<file path="config.mk">
export PLATFORM = sky130hd
export DESIGN_NAME = fixed_window_io_rate_limiter_unit
export DESIGN_NICKNAME = d
export VERILOG_FILES = /design/src/rtl/frl_pkg.sv /design/src/rtl/frl_front.sv /design/src/rtl/frl_fifo.sv /design/src/rtl/frl_back.sv /design/src/rtl/fixed_window_io_rate_limiter_unit.sv
export SDC_FILE = /design/constraint.sdc
export NUM_CORES = 2
export LEC_CHECK = 0
export ABC_AREA = 0
export BUFFER_PORTS_ARGS = -buffer_cell sky130_fd_sc_hd__buf_2
export CAP_MARGIN = 20
export CORE_ASPECT_RATIO = 1.75
export CORE_MARGIN = 2
export CORE_UTILIZATION = 58
export DETAILED_ROUTE_END_ITERATION = 8
export PLACE_DENSITY = 0.76
export SLEW_MARGIN = 20
export SYNTH_ARGS = -nofsm -noshare
export SYNTH_HDL_FRONTEND = slang
export SYNTH_SLANG_ARGS = --single-unit
</file>
<file path="constraint.sdc">
create_clock -name i_clk -period 7 [get_ports i_clk]
set_input_delay 0.35 -clock i_clk [delete_from_list [all_inputs] [get_ports i_clk]]
set_output_delay 0.35 -clock i_clk [all_outputs]
set_load 0.02 [all_outputs]
</file>
<file path="src/rtl/frl_pkg.sv">
// Shared types and constants for the fixed window I/O rate limiter.
package frl_pkg;

    localparam int MAX_DELAY_MS_DEF     = 30000;
    localparam int BYTE_TALLY_WIDTH_DEF = 48;

    localparam int REQ_W        = 32;
    localparam int BLIM_W       = 48;
    localparam int FIX_W        = 32;
    localparam int BC_W         = 24;
    localparam int SEC_W        = 32;
    localparam int DELAY_W      = 15;
    localparam int MS_PER_SECOND = 1000;
    localparam int MS_W         = $clog2(MS_PER_SECOND + 1);

    localparam int QUEUE_DEPTH  = 2;
    localparam int QUEUE_AW     = $clog2(QUEUE_DEPTH);
    localparam int QUEUE_CW     = $clog2(QUEUE_DEPTH + 1);

    localparam int APB_DATA_W   = 64;
    localparam int APB_ADDR_W   = 6;
    localparam int REG_IDX_LSB  = 3;
    localparam int REG_IDX_W    = APB_ADDR_W - REG_IDX_LSB;

    typedef enum logic [REG_IDX_W-1:0] {
        REG_RD_REQ_LIMIT   = 3'd0,
        REG_RD_BYTE_LIMIT  = 3'd1,
        REG_RD_FIXED_DELAY = 3'd2,
        REG_WR_REQ_LIMIT   = 3'd3,
        REG_WR_BYTE_LIMIT  = 3'd4,
        REG_WR_FIXED_DELAY = 3'd5
    } t_reg_idx;

    typedef struct packed {
        logic [REQ_W-1:0]  req_limit;
        logic [BLIM_W-1:0] byte_limit;
        logic [FIX_W-1:0]  fixed_delay;
    } t_limit_cfg;

    typedef enum logic {
        JOB_DIRECT = 1'b0,
        JOB_DIVIDE = 1'b1
    } t_job_kind;

    typedef enum logic [1:0] {
        BK_IDLE  = 2'd0,
        BK_CHECK = 2'd1,
        BK_DIV   = 2'd2,
        BK_SCALE = 2'd3
    } t_back_state;

endpackage

</file>
<file path="src/rtl/frl_front.sv">
// Front end: window tallies per direction and classification into delay jobs.
module frl_front #(
    parameter int MAX_DELAY_MS     = frl_pkg::MAX_DELAY_MS_DEF,
    parameter int BYTE_TALLY_WIDTH = frl_pkg::BYTE_TALLY_WIDTH_DEF
) (
    input  logic                                  i_clk,
    input  logic                                  i_rst_n,
    input  frl_pkg::t_limit_cfg [1:0]             i_cfg,
    input  logic                                  i_push,
    output logic                                  o_full,
    input  logic                                  i_cmd,
    input  logic [frl_pkg::BC_W-1:0]              i_byte_count,
    input  logic [frl_pkg::SEC_W-1:0]             i_now_seconds,
    output logic                                  o_job_valid,
    input  logic                                  i_job_full,
    output frl_pkg::t_job_kind                    o_job_kind,
    output logic [$clog2(MAX_DELAY_MS+1)-1:0]     o_job_direct,
    output logic [((BYTE_TALLY_WIDTH > frl_pkg::BLIM_W) ?
                   BYTE_TALLY_WIDTH : frl_pkg::BLIM_W)-1:0] o_job_dividend,
    output logic [((BYTE_TALLY_WIDTH > frl_pkg::BLIM_W) ?
                   BYTE_TALLY_WIDTH : frl_pkg::BLIM_W)-1:0] o_job_divisor
);
    localparam int BTW   = BYTE_TALLY_WIDTH;
    localparam int CW    = (BTW > frl_pkg::BLIM_W) ? BTW : frl_pkg::BLIM_W;
    localparam int CAP_W = $clog2(MAX_DELAY_MS + 1);
    localparam int RW    = frl_pkg::REQ_W;

    logic [frl_pkg::SEC_W-1:0] r_win_sec [2];
    logic [RW-1:0]             r_req_tally [2];
    logic [BTW-1:0]            r_byte_tally [2];
    logic                      r_dir;
    logic                      r_pend;

    logic                      accept;
    logic                      same_win;
    logic [RW-1:0]             n_req;
    logic [BTW:0]              byte_sum;
    logic [BTW-1:0]            n_byte;

    assign accept   = i_push && !r_pend;
    assign o_full   = r_pend;
    assign same_win = (r_win_sec[i_cmd] == i_now_seconds);
    assign byte_sum = {1'b0, r_byte_tally[i_cmd]} + (BTW+1)'(i_byte_count);

    always_comb begin
        if (!same_win) begin
            n_req  = RW'(1);
            n_byte = BTW'(i_byte_count);
        end else begin
            n_req  = (&r_req_tally[i_cmd]) ? r_req_tally[i_cmd] : r_req_tally[i_cmd] + RW'(1);
            n_byte = byte_sum[BTW] ? {BTW{1'b1}} : byte_sum[BTW-1:0];
        end
    end

    always_ff @(posedge i_clk) begin
        if (!i_rst_n) begin
            r_pend <= 1'b0;
            r_dir  <= 1'b0;
            for (int d = 0; d < 2; d++) begin
                r_win_sec[d]    <= '0;
                r_req_tally[d]  <= '0;
                r_byte_tally[d] <= '0;
            end
        end else begin
            if (accept) begin
                r_pend                <= 1'b1;
                r_dir                 <= i_cmd;
                r_win_sec[i_cmd]      <= i_now_seconds;
                r_req_tally[i_cmd]    <= n_req;
                r_byte_tally[i_cmd]   <= n_byte;
            end else if (r_pend && !i_job_full) begin
                r_pend <= 1'b0;
            end
        end
    end

    // Classification of the updated window; byte limit takes priority.
    frl_pkg::t_limit_cfg cfg;
    logic [CW-1:0]       byte_cw;
    logic [CW-1:0]       blim_cw;
    logic                byte_hit;
    logic                req_hit;
    logic                has_fixed;
    logic [CAP_W-1:0]    fixed_capped;

    assign cfg       = i_cfg[r_dir];
    assign byte_cw   = CW'(r_byte_tally[r_dir]);
    assign blim_cw   = CW'(cfg.byte_limit);
    assign byte_hit  = (cfg.byte_limit != '0) && (byte_cw > blim_cw);
    assign req_hit   = (cfg.req_limit != '0) && (r_req_tally[r_dir] > cfg.req_limit);
    assign has_fixed = (cfg.fixed_delay != '0);
    assign fixed_capped = (cfg.fixed_delay > frl_pkg::FIX_W'(MAX_DELAY_MS)) ?
                          CAP_W'(MAX_DELAY_MS) : cfg.fixed_delay[CAP_W-1:0];

    assign o_job_valid = r_pend;

    always_comb begin
        o_job_kind     = frl_pkg::JOB_DIRECT;
        o_job_direct   = '0;
        o_job_dividend = byte_cw;
        o_job_divisor  = blim_cw;
        if (byte_hit || req_hit) begin
            if (has_fixed) begin
                o_job_direct = fixed_capped;
            end else begin
                o_job_kind = frl_pkg::JOB_DIVIDE;
                if (!byte_hit) begin
                    o_job_dividend = CW'(r_req_tally[r_dir] - RW'(1));
                    o_job_divisor  = CW'(cfg.req_limit);
                end
            end
        end
    end

endmodule

</file>
<file path="src/rtl/frl_fifo.sv">
// Short job queue between the front and back ends.
module frl_fifo #(
    parameter int WIDTH = 8
) (
    input  logic             i_clk,
    input  logic             i_rst_n,
    input  logic             i_push,
    input  logic [WIDTH-1:0] i_data,
    output logic             o_full,
    input  logic             i_pop,
    output logic [WIDTH-1:0] o_data,
    output logic             o_empty
);
    localparam int AW = frl_pkg::QUEUE_AW;
    localparam int CN = frl_pkg::QUEUE_CW;

    logic [WIDTH-1:0] r_mem [frl_pkg::QUEUE_DEPTH];
    logic [AW-1:0]    r_wr_ptr;
    logic [AW-1:0]    r_rd_ptr;
    logic [CN-1:0]    r_count;
    logic             do_push;
    logic             do_pop;

    assign o_full  = (r_count == CN'(frl_pkg::QUEUE_DEPTH));
    assign o_empty = (r_count == '0);
    assign o_data  = r_mem[r_rd_ptr];
    assign do_push = i_push && !o_full;
    assign do_pop  = i_pop && !o_empty;

    function automatic logic [AW-1:0] ptr_inc(input logic [AW-1:0] p);
        return (p == AW'(frl_pkg::QUEUE_DEPTH - 1)) ? '0 : p + AW'(1);
    endfunction

    always_ff @(posedge i_clk) begin
        if (do_push) begin
            r_mem[r_wr_ptr] <= i_data;
        end
    end

    always_ff @(posedge i_clk) begin
        if (!i_rst_n) begin
            r_wr_ptr <= '0;
            r_rd_ptr <= '0;
            r_count  <= '0;
        end else begin
            if (do_push) r_wr_ptr <= ptr_inc(r_wr_ptr);
            if (do_pop)  r_rd_ptr <= ptr_inc(r_rd_ptr);
            if (do_push && !do_pop) begin
                r_count <= r_count + CN'(1);
            end else if (do_pop && !do_push) begin
                r_count <= r_count - CN'(1);
            end
        end
    end

endmodule

</file>
<file path="src/rtl/frl_back.sv">
// Back end: iterative saturating divide, millisecond scaling and result register.
module frl_back #(
    parameter int MAX_DELAY_MS     = frl_pkg::MAX_DELAY_MS_DEF,
    parameter int BYTE_TALLY_WIDTH = frl_pkg::BYTE_TALLY_WIDTH_DEF
) (
    input  logic                                  i_clk,
    input  logic                                  i_rst_n,
    input  logic                                  i_q_empty,
    output logic                                  o_q_pop,
    input  frl_pkg::t_job_kind                    i_job_kind,
    input  logic [$clog2(MAX_DELAY_MS+1)-1:0]     i_job_direct,
    input  logic [((BYTE_TALLY_WIDTH > frl_pkg::BLIM_W) ?
                   BYTE_TALLY_WIDTH : frl_pkg::BLIM_W)-1:0] i_job_dividend,
    input  logic [((BYTE_TALLY_WIDTH > frl_pkg::BLIM_W) ?
                   BYTE_TALLY_WIDTH : frl_pkg::BLIM_W)-1:0] i_job_divisor,
    output logic                                  o_empty,
    input  logic                                  i_pop,
    output logic [frl_pkg::DELAY_W-1:0]           o_delay_ms
);
    localparam int CW     = (BYTE_TALLY_WIDTH > frl_pkg::BLIM_W) ?
                            BYTE_TALLY_WIDTH : frl_pkg::BLIM_W;
    localparam int CAP_W  = $clog2(MAX_DELAY_MS + 1);
    // quotient saturates one past the largest value that stays under the cap
    localparam int QW     = $clog2(MAX_DELAY_MS / frl_pkg::MS_PER_SECOND + 2);
    localparam int SCW    = $clog2(QW);
    localparam int DW     = CW + QW;
    localparam int PROD_W = QW + frl_pkg::MS_W;

    frl_pkg::t_back_state r_state;
    frl_pkg::t_back_state n_state;

    logic [CW-1:0]    r_rem;
    logic [DW-1:0]    r_dsh;
    logic [QW-1:0]    r_q;
    logic [SCW-1:0]   r_step;
    logic             r_is_div;
    logic [CAP_W-1:0] r_direct;
    logic             r_out_valid;
    logic [CAP_W-1:0] r_out_delay;

    logic             out_free;
    logic             ge;
    logic [PROD_W-1:0] prod;
    logic [CAP_W-1:0] scaled;
    logic [CAP_W-1:0] result;

    logic             load;
    logic             check_en;
    logic             div_en;
    logic             out_wr;

    assign out_free = !r_out_valid || i_pop;
    assign ge       = (DW'(r_rem) >= r_dsh);
    assign prod     = PROD_W'(r_q) * PROD_W'(frl_pkg::MS_PER_SECOND);
    assign scaled   = (prod > PROD_W'(MAX_DELAY_MS)) ? CAP_W'(MAX_DELAY_MS) : prod[CAP_W-1:0];
    assign result   = r_is_div ? scaled : r_direct;

    always_comb begin
        n_state = r_state;
        case (r_state)
            frl_pkg::BK_IDLE: begin
                if (!i_q_empty) begin
                    n_state = (i_job_kind == frl_pkg::JOB_DIVIDE) ?
                              frl_pkg::BK_CHECK : frl_pkg::BK_SCALE;
                end
            end
            frl_pkg::BK_CHECK: begin
                n_state = ge ? frl_pkg::BK_SCALE : frl_pkg::BK_DIV;
            end
            frl_pkg::BK_DIV: begin
                if (r_step == '0) n_state = frl_pkg::BK_SCALE;
            end
            frl_pkg::BK_SCALE: begin
                if (out_free) n_state = frl_pkg::BK_IDLE;
            end
            default: n_state = frl_pkg::BK_IDLE;
        endcase
    end

    always_comb begin
        load     = 1'b0;
        check_en = 1'b0;
        div_en   = 1'b0;
        out_wr   = 1'b0;
        case (r_state)
            frl_pkg::BK_IDLE:  load     = !i_q_empty;
            frl_pkg::BK_CHECK: check_en = 1'b1;
            frl_pkg::BK_DIV:   div_en   = 1'b1;
            frl_pkg::BK_SCALE: out_wr   = out_free;
            default: ;
        endcase
    end

    assign o_q_pop = load;

    always_ff @(posedge i_clk) begin
        if (load) begin
            r_is_div <= (i_job_kind == frl_pkg::JOB_DIVIDE);
            r_direct <= i_job_direct;
            r_rem    <= i_job_dividend;
            r_dsh    <= {i_job_divisor, {QW{1'b0}}};
            r_q      <= '0;
        end
        if (check_en) begin
            // quotient beyond range: saturate, scaling clamps it to the cap
            if (ge) r_q <= '1;
            r_dsh  <= r_dsh >> 1;
            r_step <= SCW'(QW - 1);
        end
        if (div_en) begin
            if (ge) r_rem <= r_rem - r_dsh[CW-1:0];
            r_q    <= {r_q[QW-2:0], ge};
            r_dsh  <= r_dsh >> 1;
            r_step <= r_step - SCW'(1);
        end
        if (out_wr) begin
            r_out_delay <= result;
        end
    end

    always_ff @(posedge i_clk) begin
        if (!i_rst_n) begin
            r_state     <= frl_pkg::BK_IDLE;
            r_out_valid <= 1'b0;
        end else begin
            r_state <= n_state;
            if (out_wr) begin
                r_out_valid <= 1'b1;
            end else if (i_pop) begin
                r_out_valid <= 1'b0;
            end
        end
    end

    assign o_empty    = !r_out_valid;
    assign o_delay_ms = frl_pkg::DELAY_W'(r_out_delay);

endmodule

</file>
<file path="src/rtl/fixed_window_io_rate_limiter_unit.sv">
// Flow: the front end holds an accepted request until the job queue takes it, and takes no
// new request meanwhile (full is high); a 2-entry job queue lets it run ahead of the back end.
// The back end pops one job at a time and goes from IDLE to SCALE for a fixed or zero delay; a
// divide job passes through CHECK (a saturating quotient goes straight on to SCALE) and DIV, one
// quotient bit per DIV step (5 at the default cap). SCALE waits until the result register is free.
// Reset: synchronous, active low; clears limits, window state, queue and result valid flag.
module fixed_window_io_rate_limiter_unit #(
    parameter int MAX_DELAY_MS     = frl_pkg::MAX_DELAY_MS_DEF,
    parameter int BYTE_TALLY_WIDTH = frl_pkg::BYTE_TALLY_WIDTH_DEF
) (
    input  logic                               i_clk,
    input  logic                               i_rst_n,
    input  logic                               psel,
    input  logic                               penable,
    input  logic                               pwrite,
    input  logic [frl_pkg::APB_ADDR_W-1:0]     paddr,
    input  logic [frl_pkg::APB_DATA_W-1:0]     pwdata,
    output logic [frl_pkg::APB_DATA_W-1:0]     prdata,
    output logic                               pready,
    input  logic                               push,
    output logic                               full,
    input  logic                               i_cmd,
    input  logic [frl_pkg::BC_W-1:0]           i_byte_count,
    input  logic [frl_pkg::SEC_W-1:0]          i_now_seconds,
    output logic                               empty,
    input  logic                               pop,
    output logic [frl_pkg::DELAY_W-1:0]        o_delay_ms
);
    localparam int CW    = (BYTE_TALLY_WIDTH > frl_pkg::BLIM_W) ?
                           BYTE_TALLY_WIDTH : frl_pkg::BLIM_W;
    localparam int CAP_W = $clog2(MAX_DELAY_MS + 1);
    localparam int JW    = 1 + CAP_W + 2 * CW;

    frl_pkg::t_limit_cfg [1:0] r_cfg;
    frl_pkg::t_reg_idx         reg_idx;
    logic                      cfg_wr;

    assign pready  = 1'b1;
    assign cfg_wr  = psel && penable && pwrite;
    assign reg_idx = frl_pkg::t_reg_idx'(paddr[frl_pkg::APB_ADDR_W-1:frl_pkg::REG_IDX_LSB]);

    always_ff @(posedge i_clk) begin
        if (!i_rst_n) begin
            r_cfg <= '0;
        end else if (cfg_wr) begin
            case (reg_idx)
                frl_pkg::REG_RD_REQ_LIMIT:   r_cfg[0].req_limit   <= pwdata[frl_pkg::REQ_W-1:0];
                frl_pkg::REG_RD_BYTE_LIMIT:  r_cfg[0].byte_limit  <= pwdata[frl_pkg::BLIM_W-1:0];
                frl_pkg::REG_RD_FIXED_DELAY: r_cfg[0].fixed_delay <= pwdata[frl_pkg::FIX_W-1:0];
                frl_pkg::REG_WR_REQ_LIMIT:   r_cfg[1].req_limit   <= pwdata[frl_pkg::REQ_W-1:0];
                frl_pkg::REG_WR_BYTE_LIMIT:  r_cfg[1].byte_limit  <= pwdata[frl_pkg::BLIM_W-1:0];
                frl_pkg::REG_WR_FIXED_DELAY: r_cfg[1].fixed_delay <= pwdata[frl_pkg::FIX_W-1:0];
                default: ;
            endcase
        end
    end

    always_comb begin
        case (reg_idx)
            frl_pkg::REG_RD_REQ_LIMIT:   prdata = frl_pkg::APB_DATA_W'(r_cfg[0].req_limit);
            frl_pkg::REG_RD_BYTE_LIMIT:  prdata = frl_pkg::APB_DATA_W'(r_cfg[0].byte_limit);
            frl_pkg::REG_RD_FIXED_DELAY: prdata = frl_pkg::APB_DATA_W'(r_cfg[0].fixed_delay);
            frl_pkg::REG_WR_REQ_LIMIT:   prdata = frl_pkg::APB_DATA_W'(r_cfg[1].req_limit);
            frl_pkg::REG_WR_BYTE_LIMIT:  prdata = frl_pkg::APB_DATA_W'(r_cfg[1].byte_limit);
            frl_pkg::REG_WR_FIXED_DELAY: prdata = frl_pkg::APB_DATA_W'(r_cfg[1].fixed_delay);
            default:                     prdata = '0;
        endcase
    end

    logic                   job_valid;
    logic                   job_full;
    frl_pkg::t_job_kind     job_kind;
    logic [CAP_W-1:0]       job_direct;
    logic [CW-1:0]          job_dividend;
    logic [CW-1:0]          job_divisor;
    logic [JW-1:0]          q_wdata;
    logic [JW-1:0]          q_rdata;
    logic                   q_empty;
    logic                   q_pop;

    frl_front #(
        .MAX_DELAY_MS     (MAX_DELAY_MS),
        .BYTE_TALLY_WIDTH (BYTE_TALLY_WIDTH)
    ) u_front (
        .i_clk          (i_clk),
        .i_rst_n        (i_rst_n),
        .i_cfg          (r_cfg),
        .i_push         (push),
        .o_full         (full),
        .i_cmd          (i_cmd),
        .i_byte_count   (i_byte_count),
        .i_now_seconds  (i_now_seconds),
        .o_job_valid    (job_valid),
        .i_job_full     (job_full),
        .o_job_kind     (job_kind),
        .o_job_direct   (job_direct),
        .o_job_dividend (job_dividend),
        .o_job_divisor  (job_divisor)
    );

    assign q_wdata = {job_kind, job_direct, job_dividend, job_divisor};

    frl_fifo #(
        .WIDTH (JW)
    ) u_fifo (
        .i_clk   (i_clk),
        .i_rst_n (i_rst_n),
        .i_push  (job_valid),
        .i_data  (q_wdata),
        .o_full  (job_full),
        .i_pop   (q_pop),
        .o_data  (q_rdata),
        .o_empty (q_empty)
    );

    frl_back #(
        .MAX_DELAY_MS     (MAX_DELAY_MS),
        .BYTE_TALLY_WIDTH (BYTE_TALLY_WIDTH)
    ) u_back (
        .i_clk          (i_clk),
        .i_rst_n        (i_rst_n),
        .i_q_empty      (q_empty),
        .o_q_pop        (q_pop),
        .i_job_kind     (frl_pkg::t_job_kind'(q_rdata[JW-1])),
        .i_job_direct   (q_rdata[JW-2 -: CAP_W]),
        .i_job_dividend (q_rdata[2*CW-1:CW]),
        .i_job_divisor  (q_rdata[CW-1:0]),
        .o_empty        (empty),
        .i_pop          (pop),
        .o_delay_ms     (o_delay_ms)
    );

endmodule

</file>
==> flow_metrics.py <==
metrics = {
    "timing": {
        "finalMaxSlewViolations": 0,
        "min_period_ns": 5.62,
        "max_freq_mhz": 178,
        "tns_ns": 0,
        "finalSetupViolCount": 0,
        "tightest_slew_ns": 1.15,
        "hold_viol": 0,
        "min_period_over_period_pct": 80.3,
        "rsz0062_at_grt": "false",
        "fin_skew_ns": 0.0258,
        "relSlewSlack_pct": 21.1,
    },
    "outcome": {
        "status": "finished, final reports clean",
    },
    "die": {
        "design.portCount": 216,
        "dieArea_um2": 81900,
        "coreArea_um2": 78600,
        "rows": 136,
        "chipWidth_um": 217,
        "initial_core_util_pct": 58.7,
        "die_h_um": 377,
    },
    "worst_setup_path": {
        "path_class": "register to register",
        "worstPathArrival_ns": 6.02,
        "max_stage_delay_ns": 0.79,
        "critical_path_required_ns": 7.40,
        "critical_path.max_fanout": 47,
        "crit_chain": "buf_4 -> mux2i_1 -> ha_1 -> a21o_1 -> a21o_1 -> a21oi_1 -> nor3_1 -> o311a_1 -> nor4_1 -> a31oi_1 -> a311oi_4 -> buf_4 -> mux2_2",
        "endpoint_kind": "register",
        "cp-start-kind": "register",
        "crit_slowest_cell": "dfxtp_4",
    },
    "drt": {
        "antenna_left": 0,
        "wl_per_cell_um": 24.1,
        "drt_pass1_iterations": 6,
        "drc": 0,
        "dr_total_vias": 36100,
        "drt_iter0_markers": 3562,
        "routed_via_density": 6.25,
        "wl_mm": 139,
    },
    "power": {
        "p_per_area_nw_per_um2": 333,
        "ir_drop_v": 0.000409,
        "total_power_mw": 17.0,
        "p_leak_nw": 18.8,
    },
    "final_layout": {
        "finalNetCount": 4998,
        "postLayoutCoreUtil_pct": 65.0,
        "syn_to_final_growth_pct": 10.7,
        "seqCellArea_um2": 21800,
        "final_area_um2": 51100,
        "multiInputGateArea_um2": 22700,
        "drive_gt1_share_pct": 12.4,
        "fillers": 6309,
    },
    "clock_tree": {
        "cts.sinks": 823,
        "clock-root-buffer": "clkbuf_16",
        "h-tree-depth": 3,
        "cts_made_buffers": 77,
        "clk_path_buf_depth": 3,
        "path_clk_slew_ns": 0.07,
        "clkLatencyLatePin_ns": 0.67,
        "cts_resized": 0,
        "tritoncts": "done",
        "cts_setup_buffers": 0,
    },
    "grt": {
        "antenna_found_initial": 7,
        "grt_max_degree": 140,
        "grt-ovfl-total": 0,
        "grt_pass1_vias": 35300,
        "grt_pass1_wl_mm": 210,
        "grt_usage_pct": 33.8,
    },
    "logic_synthesis": {
        "synth_flop_cell": "edfxtp_1",
        "synth-edff-count": 534,
        "synth_seq_cells": 823,
        "yosys_warnings": 0,
        "avgSynthCellArea_um2": 10.2,
        "synth_seq_area_share_pct": 47.3,
        "syn_area_um2": 46200,
        "synthCells": 4541,
        "async_reset_ff_share_pct": 0,
        "synth_cell_types": 93,
    },
    "placed_design": {
        "hpwlAfterDp_mm": 99.1,
        "io_buffers": 179,
        "placed_area_um2": 47700,
        "gp_congestion": 0.990,
    },
    "min_path": {
        "hold_path_class": "input port to register",
    },
    "flow_run": {
        "drv_cap": 0,
    },
}
synth_stat cells (8+ instances only):
master    number  area share [%]
and4_1         8            0.15
nand3_1       74            0.80
or4_1         11            0.18
edfxtp_1     534              35
clkbuf_1     205             1.7
buf_4         25            0.41
nor3_1        72            0.78
inv_1        131             1.1
a22o_1        17            0.32
a32o_1         8            0.17
dfxtp_1      289              13
nor2b_1       38            0.52
a211oi_1      17            0.28
xnor2_1      111             2.1
o21a_1        17            0.28
or2_2         11            0.15
o22ai_1       10            0.14
a31oi_1       21            0.28
a211o_1        8            0.15
and2_1        86             1.2
buf_2         22            0.24
xor2_1        69             1.3
and3_1        20            0.27
or3_1         16            0.22
fa_1          12            0.52
buf_1         22            0.18
mux2_2       164             4.0
o31ai_1       21            0.34
mux2i_1      317             6.9
o21bai_1      19            0.31
nor3b_1       14            0.23
ha_1         184             5.0
nand4_1       53            0.72
nand3b_1       9            0.15
a21oi_1      210             2.3
nor2_1       295             2.4
a22oi_1      103             1.7
nand2b_1      33            0.45
a21boi_0     232             3.8
o21ai_0      159             1.7
nor4_1        54            0.73
a21o_1        68             1.1
nand2_1      638             5.2
metrics by stage:
stage               instances  setup WS, ns  hold slack [ns]
finish                   5771          1.38           0.0431
global route             5770          1.21           0.0200
CTS                      5767          1.42         0.000403
detailed placement       5545          1.44            0.477
global placement         5545          1.57            0.463
floorplan                4556         0.532            0.451
worst paths after layout:
kind	slack [ns]	endpoint	start	depth (start not counted)
min	0.04	r_cfg[193]	pwdata[1]	3
max	1.38	u_fifo.r_mem[0][79]	u_front.r_dir	13
max reg2reg	1.38	u_fifo.r_mem[0][79]	u_front.r_dir	13
min reg2reg	0.49	r_cfg[122]	r_cfg[122]	2
power by group:
| group | switching (mW) | internal, mW |
|---|---|---|
| clock | 1.94 | 2.43 |
| sequential | 0.362 | 6.02 |
| combinational | 3.88 | 2.38 |
| total | 6.18 | 10.8 |
layer usage:
metal | vias to the layer above | global-route usage [%] | part of all wire (%)
li1 | 16700 | - | -
met1 | 17300 | 38.2 | 36
met2 | 1658 | 57.4 | 49
met3 | 416 | 5.52 | 6.8
met4 | 4 | 25.3 | 8.5
met5 | - | 0 | 0.019
flip-flops by register name, summed over array words and instances, names as in the netlist, 3 cells and up, named ones only:
register	cells
u_fifo.r_mem	224
u_back.r_step	3
u_back.r_direct	15
u_back.r_dsh	53
u_back.r_rem	48
u_front.r_win_sec	64
r_cfg	224
u_front.r_req_tally	64
u_back.o_delay_ms	15
u_back.r_q	5
u_front.r_byte_tally	96
critical path, delay by kind of cell, from the launching register on:
family	cells	cell delay (ns)
fa+ha+maj	1	0.31
mux	2	0.84
compound gates	6	1.57
flops	1	0.79
buf+inv	2	1.20
simple gates	2	0.53
cell usage in the layout, fill, tap and decap left out, types with 11 or more instances in the layout:
master         Yosys  final
or4_1             11     11
dfxtp_1          289    286
nor2b_1           38     37
nand3_1           74     74
ha_1             184    184
buf_2             22    177
and2_1            86     81
mux2_2           164    164
a22o_1            17     17
inv_1            131    132
nor3_1            72     71
fa_1              12     12
nand4_1           53     53
clkbuf_16          0     79
nor3b_1           14     11
buf_4             25     58
a21boi_0         232    232
a22oi_1          103    103
nand2_1          638    634
or2_2             11     11
nor4_1            54     53
edfxtp_1         534    534
a21oi_1          210    209
o21ai_0          159    158
conb_1             2     17
o21a_1            17     17
nor2_1           295    293
mux2i_1          317    314
a31oi_1           21     21
xnor2_1          111    111
a211oi_1          17     17
o31ai_1           21     21
and3_1            20     20
nand2b_1          33     32
clkbuf_1         205     16
a21o_1            68     68
dlygate4sd3_1      0     79
o21bai_1          19     19
xor2_1            69     69
or3_1             16     16
repair_timing:
item / CTS / global route
setup endpoints to repair: 0 / 0
hold buffers: 79 / 0
endpoints found under the hold margin: 255 / 0
logic make-up (layout without fill, tap and decap cells):
family,Yosys count,in the layout,synth area share (%)
AND/OR/NAND/NOR,1458,1458,14.7
multiplexers,483,483,10.9
flip-flops,823,823,47.3
AO/OA/AOI/OAI,983,983,14.3
XOR/XNOR,180,180,3.42
buffers and inverters,416,592,3.89
other,2,21,0.0163
adder cells (fa/ha/maj),196,196,5.51
area by class of cell:
cell class,count,share of cell area [%]
Inverter,131,0.962
Sequential cell,823,42.7
Multi-Input combinational cell,3317,44.4
Clock buffer,104,4.18
Clock inverter,39,0.881
Timing Repair Buffer,318,4.26
Tap cell,1035,2.53
Antenna cell,4,0.0196
Power figures use the tool's default switching activity.
